`src/rtl/msad_pkg.sv`:
```
package msad_pkg;
	localparam int SAMPLE_WIDTH = 16;
	localparam int COUNT_WIDTH = 16;
	localparam int FIELD_W = 16;
	localparam int SUM_W = 32;
	localparam int NUM_AXES = 3;
	localparam int CFG_IDX_W = 3;
	localparam int DIV_CNT_W = $clog2(SUM_W);
	localparam logic [FIELD_W-1:0] TRIM_Q16 = 16'd58327;

	typedef enum logic [CFG_IDX_W-1:0] {
		CFG_AXIS_ENABLE,
		CFG_CALIB_COUNT,
		CFG_EXTRA_XY,
		CFG_EXTRA_Z,
		CFG_DOWNSHIFT,
		CFG_DEADZONE_X,
		CFG_DEADZONE_Y,
		CFG_DEADZONE_Z
	} cfg_idx_t;

	typedef enum logic [1:0] {
		REQ_NONE,
		REQ_WAKE,
		REQ_BURST,
		REQ_DOWNSHIFT
	} mode_req_t;

	typedef enum logic [2:0] {
		ST_IDLE,
		ST_EXEC,
		ST_DSTART,
		ST_DIV,
		ST_TRIM,
		ST_THD,
		ST_MERGE,
		ST_OUT
	} state_t;

	typedef struct packed {
		logic calib_upd;
		logic delta_upd;
		logic div_start;
	} lane_ctl_t;

	function automatic logic signed [FIELD_W-1:0] sext_sample(input logic [FIELD_W-1:0] raw);
		logic signed [SAMPLE_WIDTH-1:0] t;
		t = raw[SAMPLE_WIDTH-1:0];
		return FIELD_W'(t);
	endfunction
endpackage

```
`src/rtl/msad_ifs.sv`:
```
interface msad_sample_if;
	import msad_pkg::*;
	logic valid;
	logic ready;
	logic signed [FIELD_W-1:0] sample_x;
	logic signed [FIELD_W-1:0] sample_y;
	logic signed [FIELD_W-1:0] sample_z;
	modport source (output valid, sample_x, sample_y, sample_z, input ready);
	modport sink (input valid, sample_x, sample_y, sample_z, output ready);
endinterface

interface msad_result_if;
	import msad_pkg::*;
	logic valid;
	logic ready;
	logic signed [FIELD_W-1:0] delta_x;
	logic signed [FIELD_W-1:0] delta_y;
	logic signed [FIELD_W-1:0] delta_z;
	logic moved;
	logic [1:0] mode_request;
	logic [FIELD_W-1:0] wake_thd_xy;
	logic [FIELD_W-1:0] wake_thd_z;
	logic is_calibrated;
	modport source (output valid, delta_x, delta_y, delta_z, moved, mode_request,
		wake_thd_xy, wake_thd_z, is_calibrated, input ready);
	modport sink (input valid, delta_x, delta_y, delta_z, moved, mode_request,
		wake_thd_xy, wake_thd_z, is_calibrated, output ready);
endinterface

interface msad_cfg_if;
	import msad_pkg::*;
	logic valid;
	logic ready;
	logic [CFG_IDX_W-1:0] index;
	logic [FIELD_W-1:0] data;
	modport source (output valid, index, data, input ready);
	modport sink (input valid, index, data, output ready);
endinterface

```
`src/rtl/magnetic_stick_autozero_deadzone.sv`:
```
// magnetic stick front end with auto-zero, wake thresholds and dead zones
//
// samples: one item per three-axis field reading (valid/ready). results: one
// item per sample with deltas, moved flag, mode request, threshold words and
// the calibrated flag. cfg: register writes (index/data), always ready, to be
// issued only while no item is in flight.
// the block takes one item at a time. an ordinary item goes from the exec
// state to the out state (calibrating), or through exec and merge to out
// (calibrated); the out state loads the output register, and only then is a
// new item taken. the item that completes calibration runs the three lane
// dividers (restoring division) in parallel, then the threshold multiply.
// the result sits in an output register; a finished item waits there while the
// receiver stalls, and the next item is taken meanwhile, its result held back
// until the output register frees.
// reset clears all calibration state, the mode and the counters and loads the
// register defaults (all axes on, 64 calibration samples, downshift after 100).
module magnetic_stick_autozero_deadzone (
	input logic clk,
	input logic arst_n,
	msad_sample_if.sink samples,
	msad_result_if.source results,
	msad_cfg_if.sink cfg
);
	import msad_pkg::*;

	state_t state_q, state_d;
	lane_ctl_t ctl;
	logic load_out;

	logic [NUM_AXES-1:0] axis_en_q;
	logic [FIELD_W-1:0] calib_cnt_q, extra_xy_q, extra_z_q, downshift_q;
	logic [FIELD_W-1:0] dz_q [NUM_AXES];

	logic signed [FIELD_W-1:0] smp_s1 [NUM_AXES];
	logic signed [FIELD_W-1:0] raw [NUM_AXES];
	logic signed [FIELD_W-1:0] delta [NUM_AXES];
	logic [FIELD_W-1:0] range [NUM_AXES];
	logic [NUM_AXES-1:0] busy;

	logic cal_q, burst_q;
	logic [COUNT_WIDTH-1:0] seen_q, idle_q, seen_n, idle_n, cnt;
	logic [FIELD_W-1:0] thd_xy_q, thd_z_q, rxy;
	logic [SUM_W-1:0] prod_xy_s1, prod_z_s1;
	mode_req_t req_q;
	logic moved_q, keep_q, moved;
	logic out_valid_q;

	assign raw[0] = samples.sample_x;
	assign raw[1] = samples.sample_y;
	assign raw[2] = samples.sample_z;

	assign cnt = (calib_cnt_q[COUNT_WIDTH-1:0] == '0) ? COUNT_WIDTH'(1)
		: calib_cnt_q[COUNT_WIDTH-1:0];
	assign seen_n = seen_q + COUNT_WIDTH'(1);
	assign idle_n = idle_q + COUNT_WIDTH'(1);
	assign moved = (delta[0] != '0) || (delta[1] != '0) || (delta[2] != '0);
	assign rxy = (range[0] > range[1]) ? range[0] : range[1];

	assign cfg.ready = 1'b1;
	assign samples.ready = (state_q == ST_IDLE);
	assign results.valid = out_valid_q;

	always_ff @(posedge clk or negedge arst_n) begin
		if (!arst_n) begin
			axis_en_q <= 3'd7;
			calib_cnt_q <= 16'd64;
			extra_xy_q <= '0;
			extra_z_q <= '0;
			downshift_q <= 16'd100;
			for (int i = 0; i < NUM_AXES; i++)
				dz_q[i] <= '0;
		end else if (cfg.valid) begin
			case (cfg_idx_t'(cfg.index))
				CFG_AXIS_ENABLE: axis_en_q <= cfg.data[NUM_AXES-1:0];
				CFG_CALIB_COUNT: calib_cnt_q <= cfg.data;
				CFG_EXTRA_XY: extra_xy_q <= cfg.data;
				CFG_EXTRA_Z: extra_z_q <= cfg.data;
				CFG_DOWNSHIFT: downshift_q <= cfg.data;
				CFG_DEADZONE_X: dz_q[0] <= cfg.data;
				CFG_DEADZONE_Y: dz_q[1] <= cfg.data;
				CFG_DEADZONE_Z: dz_q[2] <= cfg.data;
				default: ;
			endcase
		end
	end

	// disabled axes read as zero
	always_ff @(posedge clk) begin
		if (samples.valid && samples.ready)
			for (int i = 0; i < NUM_AXES; i++)
				smp_s1[i] <= axis_en_q[i] ? sext_sample(raw[i]) : '0;
	end

	genvar g;
	generate
		for (g = 0; g < NUM_AXES; g++) begin : g_lane
			msad_lane u_lane (
				.clk(clk),
				.arst_n(arst_n),
				.ctl(ctl),
				.smp(smp_s1[g]),
				.cnt(cnt),
				.deadzone(dz_q[g]),
				.delta(delta[g]),
				.range(range[g]),
				.div_busy(busy[g])
			);
		end
	endgenerate

	always_ff @(posedge clk or negedge arst_n) begin
		if (!arst_n)
			state_q <= ST_IDLE;
		else
			state_q <= state_d;
	end

	always_comb begin
		state_d = state_q;
		ctl = '0;
		load_out = 1'b0;
		case (state_q)
			ST_IDLE: if (samples.valid) state_d = ST_EXEC;
			ST_EXEC: begin
				if (!cal_q) begin
					ctl.calib_upd = 1'b1;
					state_d = (seen_n >= cnt) ? ST_DSTART : ST_OUT;
				end else begin
					ctl.delta_upd = 1'b1;
					state_d = ST_MERGE;
				end
			end
			ST_DSTART: begin
				ctl.div_start = 1'b1;
				state_d = ST_DIV;
			end
			ST_DIV: if (busy == '0) state_d = ST_TRIM;
			ST_TRIM: state_d = ST_THD;
			ST_THD: state_d = ST_OUT;
			ST_MERGE: state_d = ST_OUT;
			ST_OUT: begin
				if (!out_valid_q || results.ready) begin
					load_out = 1'b1;
					state_d = ST_IDLE;
				end
			end
			default: state_d = ST_IDLE;
		endcase
	end

	always_ff @(posedge clk or negedge arst_n) begin
		if (!arst_n) begin
			cal_q <= 1'b0;
			burst_q <= 1'b0;
			seen_q <= '0;
			idle_q <= '0;
			thd_xy_q <= '0;
			thd_z_q <= '0;
			req_q <= REQ_NONE;
			moved_q <= 1'b0;
			keep_q <= 1'b0;
		end else begin
			case (state_q)
				ST_EXEC: begin
					if (!cal_q) begin
						seen_q <= seen_n;
						req_q <= REQ_NONE;
						moved_q <= 1'b0;
						keep_q <= 1'b0;
					end
				end
				ST_THD: begin
					thd_xy_q <= prod_xy_s1[SUM_W-1:FIELD_W] + extra_xy_q;
					thd_z_q <= prod_z_s1[SUM_W-1:FIELD_W] + extra_z_q;
					cal_q <= 1'b1;
					burst_q <= 1'b0;
					req_q <= REQ_WAKE;
				end
				ST_MERGE: begin
					moved_q <= moved;
					keep_q <= 1'b1;
					req_q <= REQ_NONE;
					// idle counter holds across motion in burst mode; motion does not clear it
					if (!moved && burst_q) begin
						if (idle_n >= downshift_q[COUNT_WIDTH-1:0]) begin
							idle_q <= '0;
							burst_q <= 1'b0;
							req_q <= REQ_DOWNSHIFT;
						end else begin
							idle_q <= idle_n;
						end
					end else if (moved && !burst_q) begin
						burst_q <= 1'b1;
						req_q <= REQ_BURST;
					end
				end
				default: ;
			endcase
		end
	end

	always_ff @(posedge clk) begin
		if (state_q == ST_TRIM) begin
			prod_xy_s1 <= SUM_W'(rxy) * SUM_W'(TRIM_Q16);
			prod_z_s1 <= SUM_W'(range[2]) * SUM_W'(TRIM_Q16);
		end
	end

	always_ff @(posedge clk or negedge arst_n) begin
		if (!arst_n)
			out_valid_q <= 1'b0;
		else if (load_out)
			out_valid_q <= 1'b1;
		else if (results.ready)
			out_valid_q <= 1'b0;
	end

	always_ff @(posedge clk) begin
		if (load_out) begin
			results.delta_x <= keep_q ? delta[0] : '0;
			results.delta_y <= keep_q ? delta[1] : '0;
			results.delta_z <= keep_q ? delta[2] : '0;
			results.moved <= moved_q;
			results.mode_request <= req_q;
			results.wake_thd_xy <= thd_xy_q;
			results.wake_thd_z <= thd_z_q;
			results.is_calibrated <= cal_q;
		end
	end
endmodule

```
`src/rtl/msad_div.sv`:
```
module msad_div (
	input logic clk,
	input logic arst_n,
	input logic start,
	input logic signed [msad_pkg::SUM_W-1:0] dividend,
	input logic [msad_pkg::COUNT_WIDTH-1:0] divisor,
	output logic busy,
	output logic signed [msad_pkg::FIELD_W-1:0] quotient
);
	import msad_pkg::*;

	logic [SUM_W-1:0] mag_q;
	logic [COUNT_WIDTH-1:0] rem_q;
	logic [DIV_CNT_W-1:0] cnt_q;
	logic neg_q;
	logic busy_q;
	logic [COUNT_WIDTH:0] trial;
	logic take;
	logic [SUM_W-1:0] mag_next;
	logic [SUM_W-1:0] signed_res;

	// restoring divide, one quotient bit per cycle, on the magnitude
	always_comb begin
		trial = {rem_q, mag_q[SUM_W-1]};
		take = trial >= {1'b0, divisor};
		mag_next = {mag_q[SUM_W-2:0], take};
		signed_res = neg_q ? (~mag_next + SUM_W'(1)) : mag_next;
	end

	always_ff @(posedge clk or negedge arst_n) begin
		if (!arst_n) begin
			busy_q <= 1'b0;
			cnt_q <= '0;
		end else if (start) begin
			busy_q <= 1'b1;
			cnt_q <= '0;
		end else if (busy_q) begin
			cnt_q <= cnt_q + DIV_CNT_W'(1);
			if (cnt_q == DIV_CNT_W'(SUM_W - 1))
				busy_q <= 1'b0;
		end
	end

	always_ff @(posedge clk) begin
		if (start) begin
			mag_q <= dividend[SUM_W-1] ? (~dividend + SUM_W'(1)) : dividend;
			neg_q <= dividend[SUM_W-1];
			rem_q <= '0;
		end else if (busy_q) begin
			mag_q <= mag_next;
			rem_q <= take ? COUNT_WIDTH'(trial - {1'b0, divisor}) : trial[COUNT_WIDTH-1:0];
			if (cnt_q == DIV_CNT_W'(SUM_W - 1))
				quotient <= signed_res[FIELD_W-1:0];
		end
	end

	assign busy = busy_q;
endmodule

```
`src/rtl/msad_lane.sv`:
```
module msad_lane (
	input logic clk,
	input logic arst_n,
	input msad_pkg::lane_ctl_t ctl,
	input logic signed [msad_pkg::FIELD_W-1:0] smp,
	input logic [msad_pkg::COUNT_WIDTH-1:0] cnt,
	input logic [msad_pkg::FIELD_W-1:0] deadzone,
	output logic signed [msad_pkg::FIELD_W-1:0] delta,
	output logic [msad_pkg::FIELD_W-1:0] range,
	output logic div_busy
);
	import msad_pkg::*;

	logic signed [SUM_W-1:0] sum_q;
	logic signed [FIELD_W-1:0] min_q;
	logic signed [FIELD_W-1:0] max_q;
	logic signed [FIELD_W-1:0] origin;
	logic signed [FIELD_W-1:0] delta_q;
	logic [FIELD_W-1:0] v;
	logic [FIELD_W-1:0] mag;

	msad_div u_div (
		.clk(clk),
		.arst_n(arst_n),
		.start(ctl.div_start),
		.dividend(sum_q),
		.divisor(cnt),
		.busy(div_busy),
		.quotient(origin)
	);

	always_ff @(posedge clk or negedge arst_n) begin
		if (!arst_n) begin
			sum_q <= '0;
			min_q <= 16'sh7fff;
			max_q <= 16'sh8000;
		end else if (ctl.calib_upd) begin
			sum_q <= sum_q + SUM_W'(smp);
			if (smp < min_q)
				min_q <= smp;
			if (smp > max_q)
				max_q <= smp;
		end
	end

	// delta wraps to 16 bits; magnitude of -32768 is 32768 unsigned
	always_comb begin
		v = smp - origin;
		mag = v[FIELD_W-1] ? (~v + FIELD_W'(1)) : v;
	end

	always_ff @(posedge clk) begin
		if (ctl.delta_upd)
			delta_q <= (mag < deadzone) ? '0 : v;
	end

	assign range = max_q - min_q;
	assign delta = delta_q;
endmodule

```
`src/flat_wrapper.sv`:
```
// flat-port wrapper written by rule: the top's interface ports become plain ports
module magnetic_stick_autozero_deadzone_flat import msad_pkg::*;
  (clk, arst_n, samples_valid, samples_sample_x, samples_sample_y, samples_sample_z, samples_ready, results_valid, results_delta_x, results_delta_y, results_delta_z, results_moved, results_mode_request, results_wake_thd_xy, results_wake_thd_z, results_is_calibrated, results_ready, cfg_valid, cfg_index, cfg_data, cfg_ready);
  msad_sample_if samples_i ();
  msad_result_if results_i ();
  msad_cfg_if cfg_i ();
  input logic clk;
  input logic arst_n;
  input wire logic [$bits(samples_i.valid)-1:0] samples_valid;
  input wire logic [$bits(samples_i.sample_x)-1:0] samples_sample_x;
  input wire logic [$bits(samples_i.sample_y)-1:0] samples_sample_y;
  input wire logic [$bits(samples_i.sample_z)-1:0] samples_sample_z;
  output wire logic [$bits(samples_i.ready)-1:0] samples_ready;
  output wire logic [$bits(results_i.valid)-1:0] results_valid;
  output wire logic [$bits(results_i.delta_x)-1:0] results_delta_x;
  output wire logic [$bits(results_i.delta_y)-1:0] results_delta_y;
  output wire logic [$bits(results_i.delta_z)-1:0] results_delta_z;
  output wire logic [$bits(results_i.moved)-1:0] results_moved;
  output wire logic [$bits(results_i.mode_request)-1:0] results_mode_request;
  output wire logic [$bits(results_i.wake_thd_xy)-1:0] results_wake_thd_xy;
  output wire logic [$bits(results_i.wake_thd_z)-1:0] results_wake_thd_z;
  output wire logic [$bits(results_i.is_calibrated)-1:0] results_is_calibrated;
  input wire logic [$bits(results_i.ready)-1:0] results_ready;
  input wire logic [$bits(cfg_i.valid)-1:0] cfg_valid;
  input wire logic [$bits(cfg_i.index)-1:0] cfg_index;
  input wire logic [$bits(cfg_i.data)-1:0] cfg_data;
  output wire logic [$bits(cfg_i.ready)-1:0] cfg_ready;
  assign samples_i.valid = samples_valid;
  assign samples_i.sample_x = samples_sample_x;
  assign samples_i.sample_y = samples_sample_y;
  assign samples_i.sample_z = samples_sample_z;
  assign samples_ready = samples_i.ready;
  assign results_valid = results_i.valid;
  assign results_delta_x = results_i.delta_x;
  assign results_delta_y = results_i.delta_y;
  assign results_delta_z = results_i.delta_z;
  assign results_moved = results_i.moved;
  assign results_mode_request = results_i.mode_request;
  assign results_wake_thd_xy = results_i.wake_thd_xy;
  assign results_wake_thd_z = results_i.wake_thd_z;
  assign results_is_calibrated = results_i.is_calibrated;
  assign results_i.ready = results_ready;
  assign cfg_i.valid = cfg_valid;
  assign cfg_i.index = cfg_index;
  assign cfg_i.data = cfg_data;
  assign cfg_ready = cfg_i.ready;
  magnetic_stick_autozero_deadzone u_core (.clk(clk), .arst_n(arst_n), .samples(samples_i), .results(results_i), .cfg(cfg_i));
endmodule
```
`config.mk`:
```
export PLATFORM = sky130hd
export DESIGN_NAME = magnetic_stick_autozero_deadzone_flat
export DESIGN_NICKNAME = d
export VERILOG_FILES = /design/src/rtl/msad_pkg.sv /design/src/rtl/msad_ifs.sv /design/src/rtl/magnetic_stick_autozero_deadzone.sv /design/src/rtl/msad_div.sv /design/src/rtl/msad_lane.sv /design/src/flat_wrapper.sv
export SDC_FILE = /design/constraint.sdc
export NUM_CORES = 2
export LEC_CHECK = 0
export ABC_AREA = 1
export BUFFER_PORTS_ARGS = -buffer_cell sky130_fd_sc_hd__buf_4
export CAP_MARGIN = 0
export CORE_MARGIN = 3
export CORE_UTILIZATION = 45
export DETAILED_ROUTE_END_ITERATION = 8
export GPL_ROUTABILITY_DRIVEN = 1
export MAX_ROUTING_LAYER = met4
export PLACE_DENSITY = 0.58
export SLEW_MARGIN = 20
export SYNTH_ARGS = -nofsm -noshare
export SYNTH_HDL_FRONTEND = slang
export SYNTH_SLANG_ARGS = --single-unit
export TNS_END_PERCENT = 5
```
`constraint.sdc`:
```
create_clock -name clk -period 13.5 [get_ports clk]
set_clock_uncertainty 0.05 [all_clocks]
set_input_delay 1.35 -clock clk [delete_from_list [all_inputs] [get_ports clk]]
set_output_delay 1.35 -clock clk [all_outputs]
set_load 0.005 [all_outputs]
```
==> results.md <==
- Status: completed
- RR Startpoint: u_core.g_lane[0].u_lane.min_q[7]
- Worst min-delay path category: reg -> reg
- Post-synth top flop: edfxtp_1
- Pin count of the biggest net entering global routing: roughly 140
- Min Clock Period, post-route: roughly 9.7 ns
- Worst-path fanout max: 27
- Fmax achieved: between 100 and 150 MHz
- Clock-pin slew on the worst setup and hold paths: ~0.060 ns
- Number of DRC markers in iteration 0: roughly 3,500
- WP data required: ~14 ns
- Instance count on the critical path: about 40
- Crit Path Class: reg -> reg
- Syn Nets: between 8,000 and 9,000
- DRC violation count after routing: 0
- Worst Setup SP: u_core.g_lane[0].u_lane.min_q[7]
- CP max stage cell: fa_1
- Post-CTS Setup Repair Bufs: 0
- Post-DP HPWL: between 100 and 150 mm
- FFs w/ async S/R, synth: 0.495
- Hold path startpoint: u_core.thd_z_q[8]
- Fin crit share: 0.719
- Clock sinks: ~810
- Placer Congestion: a little over 0.9
- Max-cap check violation count: 0
- Number of buffers added on ports: approximately 160
- Die ar.: about 140,000 um2
- Critical R2R Capture: u_core.prod_xy_s1[27]
- Buf/Inv on CP: 9
- First-pass GRT wire length: around 270 mm
- Worst-Skew Late Latency: between 0.7 and 0.8 ns
- Placed cells: between 9,000 and 10,000
- Seq/Total Area, Yosys: 0.348
- Largest stage delay on the critical path: 0.58 ns
- Mapped Cells: 7,631
- # setup viols final: 0
- Vias/cell: ~5.2
- CTS tree: done
- Reg2Reg Depth: between 40 and 50
- Synth top area share: 0.172
- CP endpoint: u_core.prod_xy_s1[27]
- Routed Antenna Nets: 0
- Mapped Avg Cell Area: roughly 8.2 um2
- Initial antenna violation count: 5
- # diodes: 0
- CTS Hold Buffers Added: 0
- Synth cell count leaders: nand2_1 (1,601), inv_1 (1,324), ha_1 (733)
- Net count, final: between 8,000 and 9,000
- Synth Register Bits: slightly above 800
- CTS H-tree depth: 3
- PostCTS Resize Cnt: 0
- WHS: ~0.39 ns
- Final global-route overflow total: 0
- Vias in the first global route: slightly below 50,000
- Syn Std Cell Area: 62,700 um2
- I/O Pins: 159
- Reg2Reg Setup Slack: 3.79 ns
- Final hold violation count: 0
- Die Wd: roughly 380 um
- Die Ht: between 300 and 400 um
- Slew Viols, Final: 0
- Crit path max-delay family: adder cells
- Fill cell count: about 13,000
- Total number of vias: 50,200
- Core area: ~140,000 um2
- Fin Setup TNS: 0 ns
- Max-slew headroom: 0.268
- Clock Tree Root: clkbuf_16
- Count of flip-flops with a built-in enable after synthesis: around 360
- Final std cells w/o fill: between 9,000 and 10,000
- RSZ-0062 raised after global routing: false
- CP Launch Type: register
- Cell taking the most area after synthesis: edfxtp_1
- Wire per inst: about 18 um
- GRT Util Overall: 0.247
- Final Util: 0.501
- Worst Tran Pin Value: about 1.1 ns
- Synth cell types: approximately 70
- Top cell by count, worst path: inv_1
- Post-Route WL: approximately 170 mm
- Synthesis-to-finish area growth: 10.2%
- Yosys warnings: 0
- TritonRoute pass-1 iters: 6
- Share of post-route cells with drive strength above 1: 0.0617
- Maximum root-to-sink buffer count: 3
- CP endpoint kind: register
- Starting density of the core: 0.455
- Num CTS Buffers: 95
- Count leader, synth: nand2_1
- Dominant cells by area after synthesis: edfxtp_1 (17%), ha_1 (15%), dfrtp_1 (14%), nand2_1 (9.6%), inv_1 (7.9%)
- Cell Rows: approximately 140
- WP data arrival: approximately 10 ns
==> flip-flops by register name (all words and copies together) (netlist names), 48 cells and up <==
| name | count |
|---|---|
| u_core.dz_q | 48 |
| u_core.g_lane.u_lane.delta | 48 |
| u_core.g_lane.u_lane.max_q | 48 |
| u_core.g_lane.u_lane.u_div.mag_q | 96 |
| u_core.g_lane.u_lane.min_q | 48 |
| u_core.smp_s1 | 48 |
| u_core.g_lane.u_lane.u_div.quotient | 48 |
| u_core.g_lane.u_lane.u_div.rem_q | 48 |
| u_core.g_lane.u_lane.sum_q | 96 |
==> cells in the final DEF (no fill, tap or decap), types with 18 or more instances in the layout <==
cell          n
o21bai_1     36
dfstp_2      55
nand3_1     259
clkbuf_1     24
nor2_1      445
nand4_1      65
xnor2_1     132
nor4_1       36
dfxtp_1      48
dfrtp_1     343
inv_1      1323
o211ai_1     46
or2_2        42
ha_1        733
o31ai_1      27
xor2_1      265
clkbuf_16   100
o21a_1       26
nand2_1    1600
a31oi_1      36
buf_4       182
a21oi_1     437
edfxtp_1    359
nor3_1      107
fa_1        204
o21ai_0     638
nand3b_1     18
==> layout make-up <==
type	instances	area (um2)	area share
clock inverter	48	541	0.00782
sequential	806	21800	0.315
inverter	1336	5020	0.0727
clock buffer	131	2690	0.0389
timing repair buffer	188	1460	0.0211
tap	1794	2240	0.0325
multi-input combinational	5338	35300	0.511
==> layer usage <==
metal / global-route usage / share of wire / vias up
li1: - / - / 25300
met3: 0.0386 / 0.056 / 212
met1: 0.343 / 0.48 / 23700
met5: - / 0 / -
met2: 0.375 / 0.44 / 1049
met4: 0.0695 / 0.027 / 0
==> worst min path at each step <==
| stage | to | cells after the start |
|---|---|---|
| after global placement | u_core.results.wake_thd_xy[10] | 0 |
| after CTS | u_core.results.wake_thd_z[7] | 0 |
| after detailed placement | u_core.results.wake_thd_z[15] | 0 |
| after floorplan | u_core.g_lane[0].u_lane.u_div.neg_q | 0 |
| after global routing | u_core.results.wake_thd_z[9] | 0 |
| final | u_core.results.wake_thd_z[8] | 0 |
==> through the flow <==
stage	setup slack (ns)	instance area [um2]
after floorplan	4.95	62700
after global placement	4.00	65800
after detailed placement	3.89	65800
after CTS	3.85	69100
after global routing	3.03	69100
final	3.79	69100
==> cells by family after synthesis <==
logic type / count (synthesis) / share of synthesized area
AND/OR/NAND/NOR: 2623 / 0.173
buffers and inverters: 1487 / 0.0898
AO/OA/AOI/OAI: 1379 / 0.122
adder cells (fa/ha/maj): 937 / 0.211
flip-flops: 806 / 0.348
XOR/XNOR: 398 / 0.0556
other: 1 / 0.0000598
Power is not shown: default switching activity piles up to over one toggle a cycle in this logic, so the estimate is an artifact.
